$ cat src/sv/ets_pkg.sv
// Enclosing triangle search: shared types, command codes and constants.
// Used by every module of the block; depends on nothing.
`default_nettype none

package ets_pkg;

    localparam int DEF_MAX_VERTICES  = 1024;
    localparam int DEF_MAX_TRIANGLES = 1024;
    localparam int DEF_COORD_WIDTH   = 16;

    localparam int CMD_W  = 2;
    localparam int IDX_W  = 10;
    localparam int CFG_W  = 11;
    localparam int SIDES  = 3;

    // 0.001 in units of 2^-16 (cross product scale)
    localparam int ETS_TOL = 66;

    localparam logic [CMD_W-1:0] CMD_LOAD_VTX = 2'd0;
    localparam logic [CMD_W-1:0] CMD_LOAD_TRI = 2'd1;
    localparam logic [CMD_W-1:0] CMD_QUERY    = 2'd2;

    typedef enum logic [1:0] {
        SIDE_A,
        SIDE_B,
        SIDE_C
    } t_side;

    typedef enum logic [2:0] {
        ST_IDLE,
        ST_TRI,
        ST_VTX0,
        ST_VTX1,
        ST_VTX2,
        ST_SIDE,
        ST_WAIT,
        ST_DONE
    } t_state;

    typedef struct packed {
        logic  write_vtx;
        logic  write_tri;
        logic  query_start;
        logic  tri_rd;
        logic  tri_inc;
        logic  vtx_rd_ab;
        logic  latch_ab;
        logic  vtx_rd_c;
        logic  latch_c;
        logic  issue;
        t_side side;
        logic  out_load;
        logic  out_found;
    } t_dp_cmd;

    typedef struct packed {
        logic side_valid;
        logic side_pass;
        logic tri_last;
        logic cfg_zero;
        logic out_free;
    } t_dp_stat;

endpackage

`default_nettype wire

$ cat src/sv/ets_ctrl.sv
// Controller: decodes transactions, sequences store reads and side tests per
// triangle, collects side results and hands off the result. Uses ets_pkg.
`default_nettype none

module ets_ctrl (
    input  logic                            i_clk,
    input  logic                            i_rst_n,
    input  logic                            i_in_valid,
    input  logic        [ets_pkg::CMD_W-1:0] i_cmd,
    input  ets_pkg::t_dp_stat               i_stat,
    output logic                            o_in_ready,
    output ets_pkg::t_dp_cmd                o_cmd
);
    import ets_pkg::*;

    t_state     r_state, n_state;
    t_side      r_side, n_side;
    logic [1:0] r_res_cnt, n_res_cnt;
    logic       r_all, n_all;
    logic       r_found, n_found;

    always_ff @(posedge i_clk) begin
        if (!i_rst_n) begin
            r_state   <= ST_IDLE;
            r_side    <= SIDE_A;
            r_res_cnt <= '0;
            r_all     <= 1'b0;
            r_found   <= 1'b0;
        end else begin
            r_state   <= n_state;
            r_side    <= n_side;
            r_res_cnt <= n_res_cnt;
            r_all     <= n_all;
            r_found   <= n_found;
        end
    end

    always_comb begin
        n_state   = r_state;
        n_side    = r_side;
        n_res_cnt = r_res_cnt;
        n_all     = r_all;
        n_found   = r_found;
        o_cmd     = '0;
        o_cmd.side = r_side;
        o_in_ready = (r_state == ST_IDLE);

        if (i_stat.side_valid) begin
            n_res_cnt = r_res_cnt + 2'd1;
            n_all     = r_all & i_stat.side_pass;
        end

        case (r_state)
            ST_IDLE: begin
                if (i_in_valid) begin
                    case (i_cmd)
                        CMD_LOAD_VTX: o_cmd.write_vtx = 1'b1;
                        CMD_LOAD_TRI: o_cmd.write_tri = 1'b1;
                        CMD_QUERY: begin
                            o_cmd.query_start = 1'b1;
                            if (i_stat.cfg_zero) begin
                                n_found = 1'b0;
                                n_state = ST_DONE;
                            end else begin
                                n_state = ST_TRI;
                            end
                        end
                        default: ;
                    endcase
                end
            end
            ST_TRI: begin
                o_cmd.tri_rd = 1'b1;
                n_state = ST_VTX0;
            end
            ST_VTX0: begin
                o_cmd.vtx_rd_ab = 1'b1;
                n_state = ST_VTX1;
            end
            ST_VTX1: begin
                o_cmd.latch_ab = 1'b1;
                o_cmd.vtx_rd_c = 1'b1;
                n_state = ST_VTX2;
            end
            ST_VTX2: begin
                o_cmd.latch_c = 1'b1;
                n_side    = SIDE_A;
                n_res_cnt = '0;
                n_all     = 1'b1;
                n_state   = ST_SIDE;
            end
            ST_SIDE: begin
                o_cmd.issue = 1'b1;
                case (r_side)
                    SIDE_A: n_side = SIDE_B;
                    SIDE_B: n_side = SIDE_C;
                    default: begin
                        n_side  = SIDE_A;
                        n_state = ST_WAIT;
                    end
                endcase
            end
            ST_WAIT: begin
                if (r_res_cnt == 2'(SIDES)) begin
                    if (r_all) begin
                        n_found = 1'b1;
                        n_state = ST_DONE;
                    end else if (i_stat.tri_last) begin
                        n_found = 1'b0;
                        n_state = ST_DONE;
                    end else begin
                        o_cmd.tri_inc = 1'b1;
                        n_state = ST_TRI;
                    end
                end
            end
            ST_DONE: begin
                if (i_stat.out_free) begin
                    o_cmd.out_load  = 1'b1;
                    o_cmd.out_found = r_found;
                    n_state = ST_IDLE;
                end
            end
            default: n_state = ST_IDLE;
        endcase
    end

endmodule

`default_nettype wire

$ cat config.mk
export PLATFORM = sky130hd
export DESIGN_NAME = ets_ctrl
export DESIGN_NICKNAME = d
export VERILOG_FILES = /design/src/sv/ets_pkg.sv /design/src/sv/ets_ctrl.sv
export SDC_FILE = /design/constraint.sdc
export NUM_CORES = 1
export LEC_CHECK = 0
export ABC_AREA = 1
export BUFFER_PORTS_ARGS = -buffer_cell sky130_fd_sc_hd__buf_2
export CAP_MARGIN = 15
export CORE_AREA = 2 2 41 43
export DETAILED_ROUTE_END_ITERATION = 10
export DIE_AREA = 0 0 43 45
export GPL_TIMING_DRIVEN = 0
export PLACE_DENSITY = 0.67
export SYNTH_ARGS = -nofsm -noshare
export SYNTH_HDL_FRONTEND = slang
export SYNTH_SLANG_ARGS = --single-unit
$ cat constraint.sdc
create_clock -name i_clk -period 1.9 [get_ports i_clk]
set_input_delay 0.19 -clock i_clk [delete_from_list [all_inputs] [get_ports i_clk]]
set_output_delay 0.19 -clock i_clk [all_outputs]
set_load 0.01 [all_outputs]
Word level (Yosys, flattened, before mapping)
Cells that the tools add are included.
Widths: inputs -> output; s select.
{"block": "word_totals", "latch_bits": 0, "romBits": 0, "ram_bits": 0, "input_bits": 10, "word_cells": 72, "n_memories": 0, "register_bits": 9}
{"block": "classes", "n_reduce_logical": 10, "bitwise_logic": 2, "eq_ne": 18, "addsub": 1, "muxes": 36, "n_shift": 0, "order_cmp": 0, "n_div": 0, "mul": 0}
{"cell": "$mux 3", "n": 10}
{"cell": "$pmux 3 s8", "n": 1}
{"cell": "$mux 1", "n": 19}
{"cell": "$eq 3x3->1 const B", "n": 4}
{"cell": "$ne 2x2->1 const B", "n": 5}
{"cell": "$pmux 2 s2", "n": 2}
{"cell": "$eq 3x2->1 const B", "n": 2}
{"cell": "$mux 2", "n": 3}
{"cell": "$reduce_and 6->1", "n": 1}
{"cell": "$reduce_bool 2->1", "n": 3}
{"cell": "$reduce_and 5->1", "n": 1}
{"cell": "$eq 2x1->1 const B", "n": 2}
{"cell": "$eq 2x2->1 const B", "n": 2}
{"cell": "$logic_not 2->1", "n": 2}
{"cell": "$reduce_or 2->1", "n": 2}
{"cell": "$eq 3x1->1 const B", "n": 1}
{"cell": "$logic_not 3->1", "n": 1}
{"cell": "$ne 3x3->1 const B", "n": 1}
{"cell": "$add 2x1->2 const B", "n": 1}
{"cell": "$ne 2x1->1 const B", "n": 1}
{"cell": "$pmux 1 s2", "n": 1}
{"cell": "$and 1x1->1", "n": 1}
{"cell": "$not 1->1", "n": 1}

Logic depth before layout (Yosys ltp)
Gate-level depths: netlist of run 1.
{"block": "logic_depth", "depth_word": 4, "ltp_mapped": 8, "depth_no_buf": 8}

Worst setup path before layout of run 1
Ideal clock, no wire load.
{"block": "synth_path", "path_type": "flip-flop to output port", "from": "register r_state[1]", "to": "output port o_cmd[12] (netlist bit)", "path_stages_with_launch": 4, "t_required_ps": 1710, "arrival_time_ps": 968, "path_buffers": 0, "setup_slack_ps": 742, "cell_sequence": "dfxtp_1 -> nor2_2 -> nand2_2 -> nor4_1"}
{"item": "from (decl)", "line": "ets_ctrl.sv:16", "rtl": "t_state r_state, n_state;"}
{"item": "from (signal assigned)", "line": "ets_ctrl.sv:30", "rtl": "r_state <= n_state;"}
{"item": "to (decl)", "line": "ets_ctrl.sv:12", "rtl": "output ets_pkg::t_dp_cmd o_cmd"}

==> reports/qor.yml, run 1 <==
power_and_ir_drop:
  p_sw_w: 0.000405
  p_clk_frac: 0.171
  power.density_nw_per_um2: 1240
  combPwrFrac: 0.505
  irDropWorstVdd_mv: 0.568
  internal_power_w: 0.000505
  leakage_nw: 0.439
  pwr-share-seq: 0.323
  swShare: 0.445
global_routing:
  grt_pass1_wl_microns: 2130
  grtUsageTotal: 0.148
  antenna_found_initial: 0
  grt_max_degree: 10
  grt_pass1_vias: 554
  overflow: 0
detailed_routing:
  drt_iter0_drc: 8
  route.detailed.drc: 0
  firstDrtPassIters: 4
  num_vias: 646
  wirelength_microns: 1290
  ant_nets: 0
  avgRoutedWirePerCell_microns: 9.62
  avgViaCountPerCell: 4.82
floorplan:
  die_y_microns: 45
  initial_core_util: 0.388
  rows: 14
  dieArea_sq_um: 1940
  coreArea_sq_um: 1470
  io_pins: 25
  die_w_microns: 43
placement:
  placement.io_buffers: 24
  dp_hpwl_microns: 1050
  post-place-ws_ns: 0.669
  place_congestion: 0.847
flow_run:
  drv_cap: 0
critical_path:
  path_max_fanout: 7
  worst-path-buf-inv: 1
  slowest_delay_ns: 0.39
  startpoint_type: "flop"
  worstPathArrival_ns: 1.29
  crit_family: "simple AND/OR/NAND/NOR gates"
  cpMaxStageDelayCell: "dfxtp_1"
  path_class: "reg -> out"
  crit_path_end_kind: "primary output"
  cp.required_ns: 1.71
  worstPathCellList: "nor2_2 -> nand2_2 -> nor4_1 -> buf_2"
timing:
  clock.fmax_ghz: 0.677
  clock_skew_ns: 0.00208
  max_slew_margin: 0.818
  finalCriticalPeriod_ns: 1.48
  setup_tns_ns: 0
  hold_violations: 0
  finalCritPeriodShare: 0.777
  setup_viol: 0
  tightest_slew_ns: 0.273
  drv_slew: 0
  rsz0062_at_grt: "no"
  worst_slack_ns: 0.423
clocking:
  cts_inserted_buffers: 3
  htreeDepth: 1
  postCtsSetupBuffers: 0
  ctsHoldBuffers: 0
  worstSkewPairLatency_ns: 0.26
  ctsRootBufferMaster: "clkbuf_4"
  cts_tree: "yes"
  clk_pin_slew_ns: 0.07
  clkSinkCount: 9
  cts_resized: 0
  clock_tree.buffer_depth: 2
final_layout:
  multiInputGateArea_sq_um: 312
  diodes: 0
  nets: 130
  layout.cells.most_common: "buf_2"
  final_cell_mix: "buf_2, nand2_1, nor2_1, inv_1, nand3_1"
  drive_gt1_frac: 0.322
  synthToLayoutAreaGrowth_pct: 29.2
  regArea_sq_um: 180
  fillers: 163
yosys:
  synth_cell_types: 18
  synth_area_leader_cell: "dfxtp_1"
  syn_nets: 101
  syn_area_sq_um: 571
  ys_seq_area_frac: 0.316
  synth_top_area_frac: 0.316
  syn_avg_cell_area_sq_um: 6.34
  synth_warnings: 0
  ys_seq_elements: 9
  yosys-top-cells-area: "dfxtp_1, nand2_1, nor2_1"
  synthesis.instances: 90
worst_hold_path:
  min_path_type: "in -> reg"
run_status:
  status: "finished, final reports clean"
==> tightest hold or removal path: stages <==
cell and delay [ns]:
buf_2 0.12, nand2_1 0.05, a21oi_1 0.05
==> metal layers <==
layer	wire, microns	up-vias	global-route usage
met1	608	286	0.178
li1	-	340	-
met4	10	0	0.0545
met3	84	2	0.0560
met5	0	-	0
met2	585	18	0.242
==> kinds of logic after synthesis <==
kind of cell | Yosys count | share of synthesized area
simple gates | 51 | 0.408
buf+inv | 17 | 0.138
compound gates | 11 | 0.101
flops | 9 | 0.316
xor+xnor | 1 | 0.0154
fa+ha+maj | 1 | 0.0219
==> path summary, 6_finish.rpt <==
kind         slack [ns]         start  depth (start not counted)      endpoint
max                0.42    r_state[1]                          4     o_cmd[13]
min                0.19     i_stat[4]                          3  r_res_cnt[1]
max reg2reg        0.65    r_state[1]                          7    r_state[2]
min reg2reg        0.47  r_res_cnt[1]                          2  r_res_cnt[1]
==> sequential cells by signal, summed over array words and instances (netlist names) <==
| signal | cells |
|---|---|
| r_state | 3 |
| r_res_cnt | 2 |
| r_side | 2 |
| r_all | 1 |
| r_found | 1 |
==> Yosys cell counts, drive strengths merged <==
library cell,number
a21oi,7
a22oi,1
buf,2
dfxtp,9
ha,1
inv,15
nand2,17
nand3,10
nor2,21
nor3,1
nor4,2
o21ai,3
xnor2,1
==> final cells by class <==
cell class,instances,area share
Multi-Input combinational cell,64,0.423
Sequential cell,9,0.244
Timing Repair Buffer,24,0.163
Inverter,15,0.0764
Clock buffer,4,0.0357
Buffer,2,0.0306
Tap cell,16,0.0272
==> power groups by stage <==
stage / combinational (W) / clock [W] / sequential (W)
after floorplan: 0.000346 / 0 / 0.000288
after global placement: 0.000452 / 0 / 0.000296
after detailed placement: 0.000461 / 0 / 0.000297
after CTS: 0.000463 / 0.000158 / 0.000293
after global routing: 0.000523 / 0.000168 / 0.000304
final: 0.000460 / 0.000156 / 0.000294
==> metrics by stage <==
step | hold slack (ns) | cell area [sq um] | instances | power [W] | util
3_5_place_dp | 0.461 | 711 | 130 | 0.000758 | 0.483
3_3_place_gp | 0.451 | 711 | 130 | 0.000749 | 0.483
2_1_floorplan | 0.311 | 571 | 90 | 0.000634 | -
5_1_grt | 0.207 | 737 | 134 | 0.000995 | 0.501
4_1_cts | 0.197 | 737 | 134 | 0.000914 | 0.501
6_report | 0.194 | 737 | 134 | 0.000911 | 0.501
(Power assumes the default switching activity.)
==> run 2, diff against run 1 <==
- PLACE_DENSITY: 0.67 -> 0.7
- clock period: 1.9 -> 1.3 ns (I/O delays scaled with it)
==> reports/qor.yml, run 2 (synthesized netlist as in run 1, its figures left out) <==
worst_hold_path:
  min_path_type: "in -> reg"
  hold_start: "i_stat[4]"
timing:
  tightest_slew_ns: 0.230  # -0.0432 ns
  finalCritPeriodShare: 0.998
  setup_viol: 0  # unchanged
  worst_slack_ns: 0.00226  # -0.421 ns
  drv_slew: 0  # unchanged
  finalCriticalPeriod_ns: 1.30
  hold_violations: 0  # unchanged
  rsz0062_at_grt: "yes"
  clock_skew_ns: 0.000978  # -0.00110 ns
  max_slew_margin: 0.847  # +0.0289
  setup_tns_ns: 0  # unchanged
  clock.fmax_ghz: 0.771
floorplan:
  initial_core_util: 0.388  # unchanged
  rows: 14  # unchanged
  die_y_microns: 45  # unchanged
  dieArea_sq_um: 1940  # unchanged
  io_pins: 25  # unchanged
  coreArea_sq_um: 1470  # unchanged
  die_w_microns: 43  # unchanged
power_and_ir_drop:
  irDropWorstVdd_mv: 1.20  # +110%
  leakage_nw: 0.463  # +5.6%
  power.density_nw_per_um2: 1880  # +52%
detailed_routing:
  drt_iter0_drc: 14  # +6
  route.detailed.drc: 0  # unchanged
  firstDrtPassIters: 4  # unchanged
  num_vias: 657  # +1.7%
  wirelength_microns: 1380  # +6.7%
  avgViaCountPerCell: 4.80  # -0.52%
  ant_nets: 0  # unchanged
  avgRoutedWirePerCell_microns: 10.0  # +4.4%
clocking:
  ctsRootBufferMaster: "clkbuf_4"
  clkSinkCount: 9  # unchanged
  cts_inserted_buffers: 3  # unchanged
  worstSkewPairLatency_ns: 0.26  # about the same
  cts_tree: "yes"
  clk_pin_slew_ns: 0.06  # about the same
  ctsHoldBuffers: 0  # unchanged
  htreeDepth: 1  # unchanged
  clock_tree.buffer_depth: 2  # unchanged
global_routing:
  antenna_found_initial: 0  # unchanged
  grtUsageTotal: 0.154  # +0.00628
  grt_max_degree: 10  # unchanged
  grt_pass1_wl_microns: 2200  # +3.2%
  overflow: 0  # unchanged
  grt_pass1_vias: 587  # +6.0%
critical_path:
  slowest_delay_ns: 0.38  # about the same
  worstPathArrival_ns: 1.17  # -0.12 ns
  r2r-end: "r_state[2]"
  startpoint_type: "flop"
  critical_path.endpoint: "o_cmd[12]"
  crit_family: "flip-flops"
  crit_path_end_kind: "primary output"
  worst-path-buf-inv: 1  # unchanged
  r2r_start: "r_state[2]"
  worstPathCellList: "nor2_4 -> nand2_4 -> nor4_2 -> buf_2"
  path_class: "reg -> out"
  cp.required_ns: 1.17  # -0.54 ns
  reg2reg_depth: 9  # +2
  path_max_fanout: 7  # unchanged
  startpoint: "r_state[1]"
  worst-path-stages: 4  # unchanged
  r2r_slack_ns: 0.06  # -0.59 ns
  cpMaxStageDelayCell: "dfxtp_4"
final_layout:
  layout.cells.most_common: "buf_2"
  drive_gt1_frac: 0.413  # +0.0912
  diodes: 0  # unchanged
  nets: 133  # +2.3%
  synthToLayoutAreaGrowth_pct: 40.6
  final_cell_mix: "buf_2, nand2_1, nor2_1, inv_1, nand3_1"
  top_regs: "r_state (3), r_res_cnt (2), r_side (2)"
  largest-register: "r_state"
  largest_register_ffs: 3  # unchanged
placement:
  dp_hpwl_microns: 1030  # -1.5%
  post-place-ws_ns: 0.0735  # -0.595 ns
  placement.io_buffers: 24  # unchanged
  place_congestion: 0.814  # -3.8%
run_status:
  status: "finished, final reports clean"
flow_run:
  drv_cap: 0  # unchanged
[run 2: cell type report]
cell class / count / area, sq um
Clock buffer: 4 / 26.3
Fill cell: 152 / 669
Multi-Input combinational cell: 64 / 345
Buffer: 2 / 22.5
Sequential cell: 9 / 186
Timing Repair Buffer: 27 / 143
Inverter: 15 / 58.8
Tap cell: 16 / 20.0
[run 2: timing repair]
action	CTS	global route
setup buffers	2	1
setup endpoints to repair	6	7
pin swaps	1	2
gates resized for setup	8	5
[run 2: worst min-delay path, stage by stage]
cell and delay (ns):
buf_2 0.12, nand2_1 0.06, a21oi_1 0.06
[run 2: how the worst min path moves through the flow]
| stage | cells after the start | endpoint | slack (ns) |
|---|---|---|---|
| 6_report | 3 | r_res_cnt[1] | 0.14 |
| 3_5_place_dp | 3 | r_res_cnt[1] | 0.42 |
| 5_1_grt | 3 | r_res_cnt[1] | 0.15 |
| 3_3_place_gp | 3 | r_res_cnt[1] | 0.41 |
| 2_1_floorplan | 2 | r_found | 0.25 |
| 4_1_cts | 3 | r_res_cnt[1] | 0.14 |
[run 2: per-layer routing]
| metal | vias up | routed length (microns) | GRT usage |
|---|---|---|---|
| met2 | 16 | 684 | 0.258 |
| met4 | 0 | 31 | 0.0909 |
| met3 | 5 | 65 | 0.0400 |
| li1 | 347 | - | - |
| met1 | 289 | 595 | 0.180 |
| met5 | - | 0 | 0 |
[run 2: power by group]
part | internal (W) | switching, W | leakage [nW]
combinational | 0.000365 | 0.000474 | 0.373
sequential | 0.000364 | 0.0000885 | 0.0751
clock | 0.000119 | 0.000101 | 0.0150
[run 2: stage by stage]
| stage | hold WS (ns) | power, W | cells | instance area, sq um | utilization |
|---|---|---|---|---|---|
| finish | 0.142 | 0.00151 | 137 | 802 | 0.545 |
| global route | 0.154 | 0.00164 | 137 | 802 | 0.545 |
| CTS | 0.136 | 0.00144 | 136 | 774 | 0.526 |
| detailed placement | 0.421 | 0.00111 | 130 | 711 | 0.483 |
| global placement | 0.406 | 0.00109 | 130 | 711 | 0.483 |
| floorplan | 0.251 | 0.000927 | 90 | 571 | - |
==> run 3, diff against run 2 <==
==> constraint.sdc (replaced) <==
create_clock -name i_clk -period 1.3 [get_ports i_clk]
set_input_delay 0 -clock i_clk [delete_from_list [all_inputs] [get_ports i_clk]]
set_output_delay 0 -clock i_clk [all_outputs]
set_load 0.01 [all_outputs]
==> reports/qor.yml, run 3 (synthesized netlist as in run 1, its figures left out) <==
worst_hold_path:
  min_to: "r_res_cnt[1]"
  min_path_type: "in -> reg"
  holdPathStages: 3  # unchanged
  hold_start: "i_stat[4]"
detailed_routing:
  num_vias: 644  # -2.0%
  drt_iter0_drc: 15  # +1
  route.detailed.drc: 0  # unchanged
  ant_nets: 0  # unchanged
  firstDrtPassIters: 5  # +1
  wirelength_microns: 1340  # -2.9%
  avgViaCountPerCell: 4.81  # +0.22%
  avgRoutedWirePerCell_microns: 9.97  # -0.73%
floorplan:
  coreArea_sq_um: 1470  # unchanged
  dieArea_sq_um: 1940  # unchanged
  initial_core_util: 0.388  # unchanged
  die_y_microns: 45  # unchanged
  io_pins: 25  # unchanged
  die_w_microns: 43  # unchanged
  rows: 14  # unchanged
global_routing:
  antenna_found_initial: 0  # unchanged
  grt_pass1_vias: 572  # -2.6%
  overflow: 0  # unchanged
  grtUsageTotal: 0.149  # -0.00506
  grt_pass1_wl_microns: 2120  # -3.8%
  grt_max_degree: 10  # unchanged
final_layout:
  drive_gt1_frac: 0.364  # -0.0488
  layout.cells.most_common: "buf_2"
  diodes: 0  # unchanged
  largest-register: "r_state"
  final_cell_mix: "buf_2, nand2_1, nor2_1, inv_1, nand3_1"
  largest_register_ffs: 3  # unchanged
  stdcell_count: 134  # -2.2%
  fillers: 153  # +0.66%
  top_regs: "r_state (3), r_res_cnt (2), r_side (2)"
  utilization: 0.518  # -0.0272
  nets: 130  # -2.3%
  synthToLayoutAreaGrowth_pct: 33.6
critical_path:
  crit_path_end_kind: "primary output"
  worstPathCellList: "nor2_4 -> nand2_4 -> nor4_2 -> buf_2"
  slowest_delay_ns: 0.37  # about the same
  worstPathArrival_ns: 1.19  # +0.02 ns
  path_max_fanout: 7  # unchanged
  worst-path-buf-inv: 1  # unchanged
  cpMaxStageDelayCell: "dfxtp_2"
  crit_family: "simple AND/OR/NAND/NOR gates"
  reg2reg_depth: 7  # -2
  r2r_start: "r_state[1]"
  startpoint_type: "flop"
  path_class: "reg -> out"
  r2r-end: "r_state[2]"
  cp.required_ns: 1.30  # +0.13 ns
  r2r_slack_ns: 0.11  # +0.05 ns
placement:
  dp.cells: 130  # unchanged
  place_congestion: 0.814  # unchanged
  dp_hpwl_microns: 1030  # unchanged
  placement.io_buffers: 24  # unchanged
power_and_ir_drop:
  power.density_nw_per_um2: 1830  # -2.8%
  swShare: 0.449  # +0.00976
  leakage_nw: 0.443  # -4.4%
  internal_power_w: 0.000769  # -9.3%
  combPwrFrac: 0.519  # -0.036
  irDropWorstVdd_mv: 1.06  # -12%
  p_clk_frac: 0.160  # +0.015
  pwr-share-seq: 0.321  # +0.022
  power_w: 0.00139  # -7.7%
  p_sw_w: 0.000626  # -5.6%
run_status:
  status: "finished, final reports clean"
timing:
  drv_slew: 0  # unchanged
  clock_skew_ns: 0.00173  # +0.000756 ns
  setup_viol: 0  # unchanged
  whs_ns: 0.00909  # -0.133 ns
  tightest_slew_ns: 0.229  # -0.000821 ns
  finalCritPeriodShare: 0.915  # -0.0832
  max_slew_margin: 0.847  # about the same
  clock.fmax_ghz: 0.841  # +9.1%
  hold_violations: 0  # unchanged
  finalCriticalPeriod_ns: 1.19  # -0.108 ns
  rsz0062_at_grt: "yes"
clocking:
  clk_pin_slew_ns: 0.06  # about the same
  htreeDepth: 1  # unchanged
  clkSinkCount: 9  # unchanged
  postCtsSetupBuffers: 0  # -2
  cts_tree: "yes"
  ctsHoldBuffers: 0  # unchanged
  ctsRootBufferMaster: "clkbuf_4"
  clock_tree.buffer_depth: 2  # unchanged
  worstSkewPairLatency_ns: 0.26  # about the same
  cts_inserted_buffers: 3  # unchanged
flow_run:
  drv_cap: 0  # unchanged
## run 3: changes by cell type in the layout (fill, tap and decap cells not counted), sizes merged
| cell | previous run | this run |
|---|---|---|
| buf | 29 | 26 |
## run 3: power by group through the flow
stage               sequential [W]  combinational [W]  clock, W
global route              0.000455           0.000814  0.000243
global placement          0.000435           0.000660         0
floorplan                 0.000421           0.000506         0
detailed placement        0.000436           0.000674         0
CTS                       0.000430           0.000677  0.000233
finish                    0.000448           0.000724  0.000223
## run 3: how the worst max path moves through the flow
stage / slack, ns / from / cells past startpoint / endpoint
CTS: 0.01 / r_state[1] / 4 / o_cmd[13]
floorplan: 0.22 / r_state[1] / 7 / r_state[2]
global route: -0.002 / r_state[2] / 7 / r_state[2]
finish: 0.11 / r_state[1] / 4 / o_cmd[12]
global placement: 0.08 / r_state[1] / 7 / r_state[2]
detailed placement: 0.07 / r_state[1] / 7 / r_state[2]
## run 3: final cells by class
| cell class | instances | area, sq um | area share |
|---|---|---|---|
| Inverter | 15 | 56.3 | 0.0739 |
| Buffer | 2 | 22.5 | 0.0296 |
| Tap cell | 16 | 20.0 | 0.0263 |
| Multi-Input combinational cell | 64 | 334 | 0.438 |
| Sequential cell | 9 | 183 | 0.240 |
| Clock buffer | 4 | 26.3 | 0.0345 |
| Timing Repair Buffer | 24 | 120 | 0.158 |
## run 3: timing repair
item,CTS,global route
setup endpoints to repair,1,6
resized for setup,0,7
pin swaps,1,3
## run 3: layer usage
metal	wire length, microns	track usage	part of all wire	vias to the layer above
li1	-	-	-	342
met1	582	0.170	0.44	282
met2	636	0.248	0.48	15
met3	84	0.0440	0.063	5
met4	33	0.0909	0.025	0
met5	0	0	0	-
## run 3: worst register-to-register path, stage by stage (launching register included)
cell	delay, ns
dfxtp_2	0.42
inv_2	0.06
nand3_1	0.10
nor2_2	0.06
nor2_2	0.20
nand3_1	0.10
nor2_1	0.10
nor2_1	0.04
## run 3: per-stage QoR
| stage | area, sq um | setup TNS (ns) | worst slack (ns) |
|---|---|---|---|
| after floorplan | 571 | 0 | 0.218 |
| after CTS | 737 | 0 | 0.0121 |
| after global placement | 711 | 0 | 0.0776 |
| final | 762 | 0 | 0.110 |
| after detailed placement | 711 | 0 | 0.0735 |
| after global routing | 762 | -0.00172 | -0.00172 |
